## src/crf_pkg.sv

```systemverilog
// Shared types and constants for the clipped rectangle fill engine.
`default_nettype none

package crf_pkg;

    localparam int PIXEL_BITS  = 32;
    localparam int COORD_W     = 12;
    localparam int SCREEN_W    = 9;
    localparam int COUNT_W     = 17;
    localparam int CFG_INDEX_W = 2;
    localparam int MAC_W       = 24;

    localparam logic [PIXEL_BITS-1:0] BORDER_GRAY = 32'hff666666;

    localparam logic REQ_FILL = 1'b0;
    localparam logic REQ_READ = 1'b1;

    localparam logic [CFG_INDEX_W-1:0] CFG_SCREEN_WIDTH  = 2'd0;
    localparam logic [CFG_INDEX_W-1:0] CFG_SCREEN_HEIGHT = 2'd1;

    localparam logic [SCREEN_W-1:0] SCREEN_RESET = 9'd256;
    localparam logic [COUNT_W-1:0]  COUNT_MAX    = '1;

    typedef struct packed {
        logic                  req_type;
        logic                  border_enable;
        logic [COORD_W-1:0]    x_pos;
        logic [COORD_W-1:0]    y_pos;
        logic [COORD_W-1:0]    rect_width;
        logic [COORD_W-1:0]    rect_height;
        logic [COORD_W-1:0]    clip_x_min;
        logic [COORD_W-1:0]    clip_x_max;
        logic [COORD_W-1:0]    clip_y_min;
        logic [COORD_W-1:0]    clip_y_max;
        logic [PIXEL_BITS-1:0] fill_color;
    } crf_req_t;

    typedef struct packed {
        logic [PIXEL_BITS-1:0] read_color;
        logic [COUNT_W-1:0]    pixels_written;
    } crf_result_t;

    typedef struct packed {
        logic load;
        logic clip_a;
        logic clip_b;
        logic clip_c;
        logic setup;
        logic addr_init;
        logic write_step;
        logic read_issue;
        logic read_capture;
    } crf_cmd_t;

    typedef struct packed {
        logic is_read;
        logic span_empty;
        logic last_col;
        logic last_row;
    } crf_status_t;

endpackage

`default_nettype wire

```

## src/crf_ctrl.sv

```systemverilog
// Sequencer for the fill engine: steps clip, setup, fill and read phases.
`default_nettype none

module crf_ctrl (
    input  wire logic                 clk,
    input  wire logic                 rst_n,
    input  wire logic                 start,
    input  wire crf_pkg::crf_status_t status,
    output crf_pkg::crf_cmd_t         cmd,
    output logic                      busy,
    output logic                      done
);

    import crf_pkg::*;

    localparam logic [3:0] S_IDLE   = 4'd0;
    localparam logic [3:0] S_CLIP_A = 4'd1;
    localparam logic [3:0] S_CLIP_B = 4'd2;
    localparam logic [3:0] S_CLIP_C = 4'd3;
    localparam logic [3:0] S_SETUP  = 4'd4;
    localparam logic [3:0] S_ADDR   = 4'd5;
    localparam logic [3:0] S_FILL   = 4'd6;
    localparam logic [3:0] S_READ   = 4'd7;
    localparam logic [3:0] S_RWAIT  = 4'd8;
    localparam logic [3:0] S_DONE   = 4'd9;

    logic [3:0] state_reg;
    logic [3:0] state_next;

    always_ff @(posedge clk or negedge rst_n)
    begin
        if (!rst_n)
        begin
            state_reg <= S_IDLE;
        end
        else
        begin
            state_reg <= state_next;
        end
    end

    always_comb
    begin
        state_next = state_reg;
        cmd        = '0;
        unique case (state_reg)
            S_IDLE:
            begin
                if (start)
                begin
                    cmd.load   = 1'b1;
                    state_next = S_CLIP_A;
                end
            end
            S_CLIP_A:
            begin
                cmd.clip_a = 1'b1;
                state_next = S_CLIP_B;
            end
            S_CLIP_B:
            begin
                cmd.clip_b = 1'b1;
                state_next = S_CLIP_C;
            end
            S_CLIP_C:
            begin
                cmd.clip_c = 1'b1;
                state_next = S_SETUP;
            end
            S_SETUP:
            begin
                cmd.setup  = 1'b1;
                state_next = S_ADDR;
            end
            S_ADDR:
            begin
                cmd.addr_init = 1'b1;
                state_next    = status.is_read ? S_READ : S_FILL;
            end
            S_FILL:
            begin
                if (status.span_empty)
                begin
                    state_next = S_DONE;
                end
                else
                begin
                    cmd.write_step = 1'b1;
                    if (status.last_col && status.last_row)
                    begin
                        state_next = S_DONE;
                    end
                end
            end
            S_READ:
            begin
                cmd.read_issue = 1'b1;
                state_next     = S_RWAIT;
            end
            S_RWAIT:
            begin
                cmd.read_capture = 1'b1;
                state_next       = S_DONE;
            end
            S_DONE:
            begin
                state_next = S_IDLE;
            end
            default:
            begin
                state_next = S_IDLE;
            end
        endcase
    end

    assign busy = (state_reg != S_IDLE);
    assign done = (state_reg == S_DONE);

    a_accept_starts: assert property (@(posedge clk) disable iff (!rst_n)
        (start && !busy) |=> (state_reg == S_CLIP_A))
        else $error("accepted request did not enter clipping");

    a_done_releases: assert property (@(posedge clk) disable iff (!rst_n)
        done |=> !busy)
        else $error("engine stayed busy after result");

    a_no_empty_write: assert property (@(posedge clk) disable iff (!rst_n)
        cmd.write_step |-> !status.span_empty)
        else $error("pixel write issued for empty clip area");

endmodule

`default_nettype wire

```

## config.mk

```make
export PLATFORM = sky130hd
export DESIGN_NAME = crf_ctrl
export DESIGN_NICKNAME = d
export VERILOG_FILES = /design/src/crf_pkg.sv /design/src/crf_ctrl.sv
export SDC_FILE = /design/constraint.sdc
export NUM_CORES = 1
export LEC_CHECK = 0
export BUFFER_PORTS_ARGS = -buffer_cell sky130_fd_sc_hd__buf_2
export CAP_MARGIN = 20
export CORE_AREA = 2 2 39 41
export CTS_BUF_LIST = sky130_fd_sc_hd__clkbuf_4 sky130_fd_sc_hd__clkbuf_8
export DETAILED_ROUTE_END_ITERATION = 8
export DIE_AREA = 0 0 41 43
export GPL_ROUTABILITY_DRIVEN = 1
export GPL_TIMING_DRIVEN = 0
export SETUP_SLACK_MARGIN = 0.05
export SLEW_MARGIN = 20
export SYNTH_ARGS = -nofsm -noshare
export SYNTH_HDL_FRONTEND = slang
export SYNTH_SLANG_ARGS = --single-unit
```

## constraint.sdc

```tcl
create_clock -name clk -period 2.8 [get_ports clk]
set_input_delay 0.56 -clock clk [delete_from_list [all_inputs] [get_ports clk]]
set_output_delay 0.56 -clock clk [all_outputs]
set_load 0.02 [all_outputs]
```

Yosys cells after proc, flatten, opt, wreduce, memory -nomap -nowiden
Index checks and enable logic that the tools add are counted.

word-level totals
  flip-flop bits (word level) = 4
  latch bits = 0
  logic and storage cells = 32
  RAM bits = 0
  memories = 0
  memory bits (read-only) = 0

operators by class
  multiplexer cells = 16
  magnitude comparators = 0
  $add $sub $neg = 0
  equality and inequality tests = 11
  shift-type cells = 0
  reductions and logical operators = 4
  bitwise logic cells = 0
  divide/modulo/power cells = 0
  multiply operators = 0

operators with widths
  cell                                           number
  one-hot mux 4 bit (9 select lines)             1
  == test 4 x 3 -> 1 bit, second input constant  4
  two-way mux 1 bit                              12
  two-way mux 4 bit                              3
  == test 4 x 2 -> 1 bit, second input constant  2
  == test 4 bit, second input constant           2
  == test 4 x 1 -> 1 bit, second input constant  1
  zero test 4 bit                                1
  nonzero test 4 bit                             1
  inequality test 3 bit, second input constant   1
  inequality test 2 bit, second input constant   1
  AND reduction 2 bit                            1
  logical AND 1 bit                              1

Logic depth before layout (Yosys ltp)
Gate-level depths: netlist of the first run.

  word-level depth = 4
  mapped depth = 4
  mapped depth without buffers = 3

Worst setup path before layout of the first run
Ideal clock, no wire load.

  kind = register -> output
  start point = register state_reg[3]
  end point = output cmd[2] in the netlist's numbering
  data arrival time = 1154 ps
  path slack = 1086 ps
  cell stages (with the launch flop) = 4
  buffers on the path = 1
  data required time = 2240 ps
  path through = dfrtp_1 > buf_6 > nand3b_1 > nor3_1

RTL lines
  element                 RTL line        text
  from (decl)             crf_ctrl.sv:27  logic [3:0] state_reg;
  from (signal assigned)  crf_ctrl.sv:38  state_reg <= state_next;
  to (decl)               crf_ctrl.sv:9   output crf_pkg::crf_cmd_t cmd,

==> metrics.txt, run 1 <==
initial DRC count=3; Setup Viol. Count Final=0; Achievable Freq=505 MHz; setup ws final=0.819 ns; max reg flops=4; WL/cell=10.3 um; r2r worst-path depth=3; overall power=583 uW; Crit Path Max Fanout=10; max_cap viols=0; Peak VDD IR=323 uV; port bufs=17; H-tree Lvls=1; total die area=1760 um^2; chip width=41 um; outcome=complete, no violations; post-CTS sizing=0; register area share after synthesis=30.0%; clock skew=0.00149 ns; clk root buf=clkbuf_4; Critical Path Sink Type=output port; Slew headroom=84.8%; GRT Total Usage=10.2%; Final Hold Viols=0; GRT overflow=0; final instance area=462 um^2; Placer Congestion=0.828; vias per inst=4.69; Antenna Cells=0; reg-to-reg slack, setup=1.49 ns; HP Class=in -> async; CTS clk-pin slew, worst paths=0.04 ns; largest net degree at the start of global routing=11; Num Clock Sinks=4; Mapped Area=334 um^2; final max-slew violation count=0; Core ar.=1380 um^2; top cells by area, synth=dfrtp_1, nor3_1, nor2_1, buf_6, a21oi_1; Synth area leader=dfrtp_1; Final #Nets=71; layout cells sized above 1=46.8%; Syn Area/Cell=7.95 um^2; RSZ-0062 raised after global routing=false; Die Height=43 um; total wire length=800 um; critical path arrival=1.42 ns; crit path cell chain=buf_6, nand2b_4, or3_1, inv_1, buf_2; crit path launch type=flip-flop; post-CTS setup buffer count=0; worst setup path class=reg -> out; I/O pin cnt=18; clk_lat worst skew=0.24 ns; vias in the first global route=305; DRC=0; Placed Area=439 um^2; worst reg2reg path endpoint=state_reg[3]$_DFFE_PN0P_; DP HPWL=586 um; CP peak stage delay=0.38 ns; num rows=14; initial antenna violation count=0; Antenna Violating Nets Remaining=0; Critical Path RT=2.24 ns; vias=366; worst slew pin tran=0.227 ns; P per Cell Area=1260 nW/um^2; Syn Nets=49; CTS tree=built; r2r startpoint=state_reg[0]$_DFFE_PN0P_; starting density of the core=24.1%; leakage power=0.000243 uW; first-pass GRT wire length=1230 um; pre-CTS setup slack=1.06 ns; Synth Warn #=0; CTS Buf Count=3; CTS hold repair buffers=0; Post-Syn Instances=42; Yosys top cell area share=30.0%; Slowest cell on crit path=dfrtp_1; crit share post-route=70.7%; Synth cell types=20; Worst Hold Slack=0.117 ns; Clock Path Buffers=2; #FFs+latches synth=4; filler cell count=158; setup TNS=0 ns; area delta synth->final=38.2%; first-pass iteration count of the detailed router=2; Min Clock Period, post-route=1.98 ns
## cell families after synthesis
logic type | Yosys count | share of synthesized area (%)
AO/OA/AOI/OAI | 7 | 14.6
buffers and inverters | 5 | 10.9
flip-flops | 4 | 30.0
AND/OR/NAND/NOR | 26 | 44.6
## final cells by class
type / count / area, um^2 / area share, %
clock buffers: 3 / 22.5 / 4.88
multi-input cells: 33 / 198 / 42.8
repair buffers: 17 / 85.1 / 18.4
plain buffers: 4 / 32.5 / 7.05
inverters: 1 / 3.75 / 0.813
flip-flops and latches: 4 / 100 / 21.7
well taps: 16 / 20.0 / 4.34
## report_power, final
| part | internal [uW] | total [uW] | switching [uW] | leakage [uW] |
|---|---|---|---|---|
| sequential | 88.1 | 107 | 18.9 | 0.0000496 |
| clock | 47.9 | 70.9 | 23.0 | 0.0000138 |
| combinational | 164 | 405 | 241 | 0.000179 |
## layer usage
metal  vias up  global-route usage (%)  wire length (um)
met1       158                    15.7               392
met4         0                    6.00                12
li1        189                       -                 -
met2        16                    11.9               344
met5         -                       0                 0
met3         3                    3.14                51
## how the worst max path moves through the flow
stage | startpoint | end | slack (ns) | depth (start not counted)
4_1_cts | state_reg[2]$_DFFE_PN0P_ | cmd[0] | 0.82 | 5
3_3_place_gp | state_reg[2]$_DFFE_PN0P_ | cmd[0] | 1.05 | 5
5_1_grt | state_reg[2]$_DFFE_PN0P_ | cmd[0] | 0.76 | 5
2_1_floorplan | state_reg[3]$_DFFE_PN0P_ | cmd[2] | 1.09 | 3
3_5_place_dp | state_reg[2]$_DFFE_PN0P_ | cmd[0] | 1.06 | 5
6_report | state_reg[2]$_DFFE_PN0P_ | cmd[0] | 0.82 | 5
## Yosys cell counts
cell and number:
a211o_1 1, a211oi_1 1, a21oi_1 3, and3_1 1, and4bb_2 1, buf_2 2, buf_6 2, dfrtp_1 4
inv_1 1, nand2_1 2, nand2b_1 2, nand2b_4 1, nand3b_1 1, nor2_1 8, nor3_1 7, o21ai_0 1
o22ai_2 1, or2_2 1, or3_1 1, or4_4 1
## layout by cell type, fill, tap and decap left out
cell type,n
buf_2,19
nor2_1,8
nor3_1,7
dfrtp_1,4
a21oi_1,3
clkbuf_4,3
buf_6,2
nand2b_1,2
nand2_1,2
nand2b_4,1
or3_1,1
inv_1,1
or4_4,1
and3_1,1
nand3b_1,1
a211o_1,1
o22ai_2,1
and4bb_2,1
or2_2,1
a211oi_1,1
o21ai_0,1
## worst max-delay path: cells and delay by family, from the launching register on
family                 cells  cell delay [ns]
DFF                        1             0.38
buffers and inverters      3             0.35
and+or+nand+nor            2             0.46
## metrics by stage
step           util, %  cells
4_1_cts           33.4     78
5_1_grt           33.4     78
3_3_place_gp      31.7     75
6_report          33.4     78
2_1_floorplan        -     42
3_5_place_dp      31.7     75
No activity file was read; power rests on OpenSTA's default activity.
==> run 2: changes to the inputs <==
Settings changed: ABC_AREA set to 1.
Clock period 2.8 ns to 1.9 ns, I/O delays scaled along.
==> run 2 against run 1 <==
Setup slack got worse by 0.59 ns. Hold slack improved by 0.37 ns. Sequential power increased by 64%. Largest power group unchanged. Wire length decreased by 2.9%. First-iteration DRC count increased to 3.0 times the previous value. Cell count increased by 12%. Highest routed layer is now met3.
==> metrics.txt, run 2 <==
chip width=41 um; Placer Congestion=0.815; Setup Viol. Count Final=0; DRC=0; port bufs=17; first-pass GRT wire length=1200 um; crit share post-route=88.0%; GRT overflow=0; Post-synth EDFFs=0; max_cap viols=0; Yosys top cell area share=34.2%; Critical Path RT=1.52 ns; commonest cells after routing, fill and taps aside=buf_2, nor2_1, nand2_1, inv_1; H-tree Lvls=1; register area share after synthesis=34.2%; WL/cell=8.93 um; Min Clock Period, post-route=1.67 ns; vias per inst=4.29; worst setup path class=reg -> out; worst slew pin tran=0.284 ns; area delta synth->final=47.9%; leakage power=0.000287 uW; GRT Total Usage=10.5%; critical path arrival=1.29 ns; Int Power=345 uW; setup TNS=0 ns; Placed Area=398 um^2; HP Class=in -> async; Die Height=43 um; Syn Area/Cell=5.86 um^2; switching share of power=53.2%; Synth top cells by count=nor2_1, inv_1, nand2_1, dfrtp_1, nand3_1; clock skew=0.00219 ns; layout cells sized above 1=31.0%; Sw Pwr=392 uW; Mapped Area=293 um^2; pre-CTS setup slack=0.430 ns; Post-Syn Instances=50; Synth cell types=11; Crit Path Max Fanout=5; final max-slew violation count=0; Clock power frac=13.9%; initial antenna violation count=0; most common cell in the netlist=nor2_1; Peak VDD IR=579 uV; num rows=14; vias in the first global route=330; clk root buf=clkbuf_4; first-pass iteration count of the detailed router=4; DP HPWL=623 um; CTS clk-pin slew, worst paths=0.04 ns; CTS tree=built; Critical Path Sink Type=output port; largest family of logic cells by synthesized area=simple AND/OR/NAND/NOR gates; combinational share of power=62.2%; CP Launch Point=state_reg[0]$_DFFE_PN0P_; setup ws final=0.228 ns; RSZ-0062 raised after global routing=false; mux share of post-synthesis cell area=0%; starting density of the core=21.2%; Syn Nets=57; # placed instances=83; simple-gate share of the synthesized area=45.7%; XOR/XNOR share of the synthesized area=0%; outcome=complete, no violations; top cells by area, synth=dfrtp_1, nor2_1, inv_1, nand2_1, nand3_1; share of async-settable or async-resettable flops after synthesis=100%; Final #Nets=80; Seq pwr share=23.9%; commonest non-fill, non-tap cell in the layout=buf_2; Num Clock Sinks=4; clk_lat worst skew=0.23 ns; Antenna Violating Nets Remaining=0; Final Hold Viols=0; Achievable Freq=598 MHz; Adder-Cell Fraction of Synth Area=0%; P per Cell Area=1700 nW/um^2; total die area=1760 um^2; initial DRC count=9; Synth Warn #=0; Slew headroom=81.0%; Core ar.=1380 um^2; largest net degree at the start of global routing=6; I/O pin cnt=18; max reg flops=4; Worst Hold Slack=0.484 ns; CTS Buf Count=3; Final Non-Filler Cells=87; crit path launch type=flip-flop; Synth area leader=dfrtp_1; Compound-Gate Fraction of Synth Area=5.98%; ys flop type=dfrtp_1; r2r startpoint=state_reg[1]$_DFFE_PN0P_; Antenna Cells=0; vias=373; final instance area=433 um^2; Clock Path Buffers=2; #FFs+latches synth=4; total wire length=777 um
==> run 2: worst max-delay path, stage by stage, from the launching register on <==
cell	delay (ns)
dfrtp_1	0.39
inv_1	0.08
nor2_2	0.12
inv_1	0.10
nor3_1	0.16
buf_2	0.20
==> run 2: worst paths after layout <==
path	slack, ns	depth (start not counted)	endpoint
worst min-delay path	0.48	2	state_reg[1]$_DFFE_PN0P_
min in group clk	0.49	5	state_reg[0]$_DFFE_PN0P_
max in group asynchronous	1.30	2	state_reg[3]$_DFFE_PN0P_
worst max register to register	0.78	5	state_reg[3]$_DFFE_PN0P_
worst max-delay path	0.23	5	done
worst min register to register	0.57	1	state_reg[1]$_DFFE_PN0P_
==> run 2: final cells by class <==
cell class,instances,area (um^2)
inverters,11,41.3
flip-flops and latches,4,100
repair buffers,18,95.1
clock buffers,3,22.5
fillers,172,951
multi-input cells,35,154
well taps,16,20.0
==> run 2: power by group through the flow <==
| stage | sequential [uW] | clock [uW] | combinational [uW] |
|---|---|---|---|
| finish | 176 | 103 | 458 |
| global placement | 173 | 0 | 451 |
| detailed placement | 174 | 0 | 454 |
| CTS | 173 | 109 | 457 |
| floorplan | 165 | 0 | 330 |
| global route | 184 | 115 | 514 |
==> run 2: cells by family after synthesis <==
logic type,after synthesis
buffers and inverters,11
DFF,4
and+or+nand+nor,32
AOI/OAI and AO/OA,3
==> run 2: stage by stage <==
stage	util [%]	power, uW
floorplan	-	495
global placement	28.8	624
detailed placement	28.8	628
CTS	31.1	740
global route	31.3	814
finish	31.3	737
==> run 2: per-layer routing <==
metal	wire length, um	track usage, %	vias up
li1	-	-	194
met1	329	12.7	169
met2	398	14.7	10
met3	50	4.71	0
met4	0	6.00	0
met5	0	0	-
==> run 2: timing repair <==
action                                  CTS  global route
endpoints found under the hold margin     4             0
hold buffers                              1             0
resized for setup                         0             1
endpoints found under the setup margin    0             1
setup buffers                             0             0
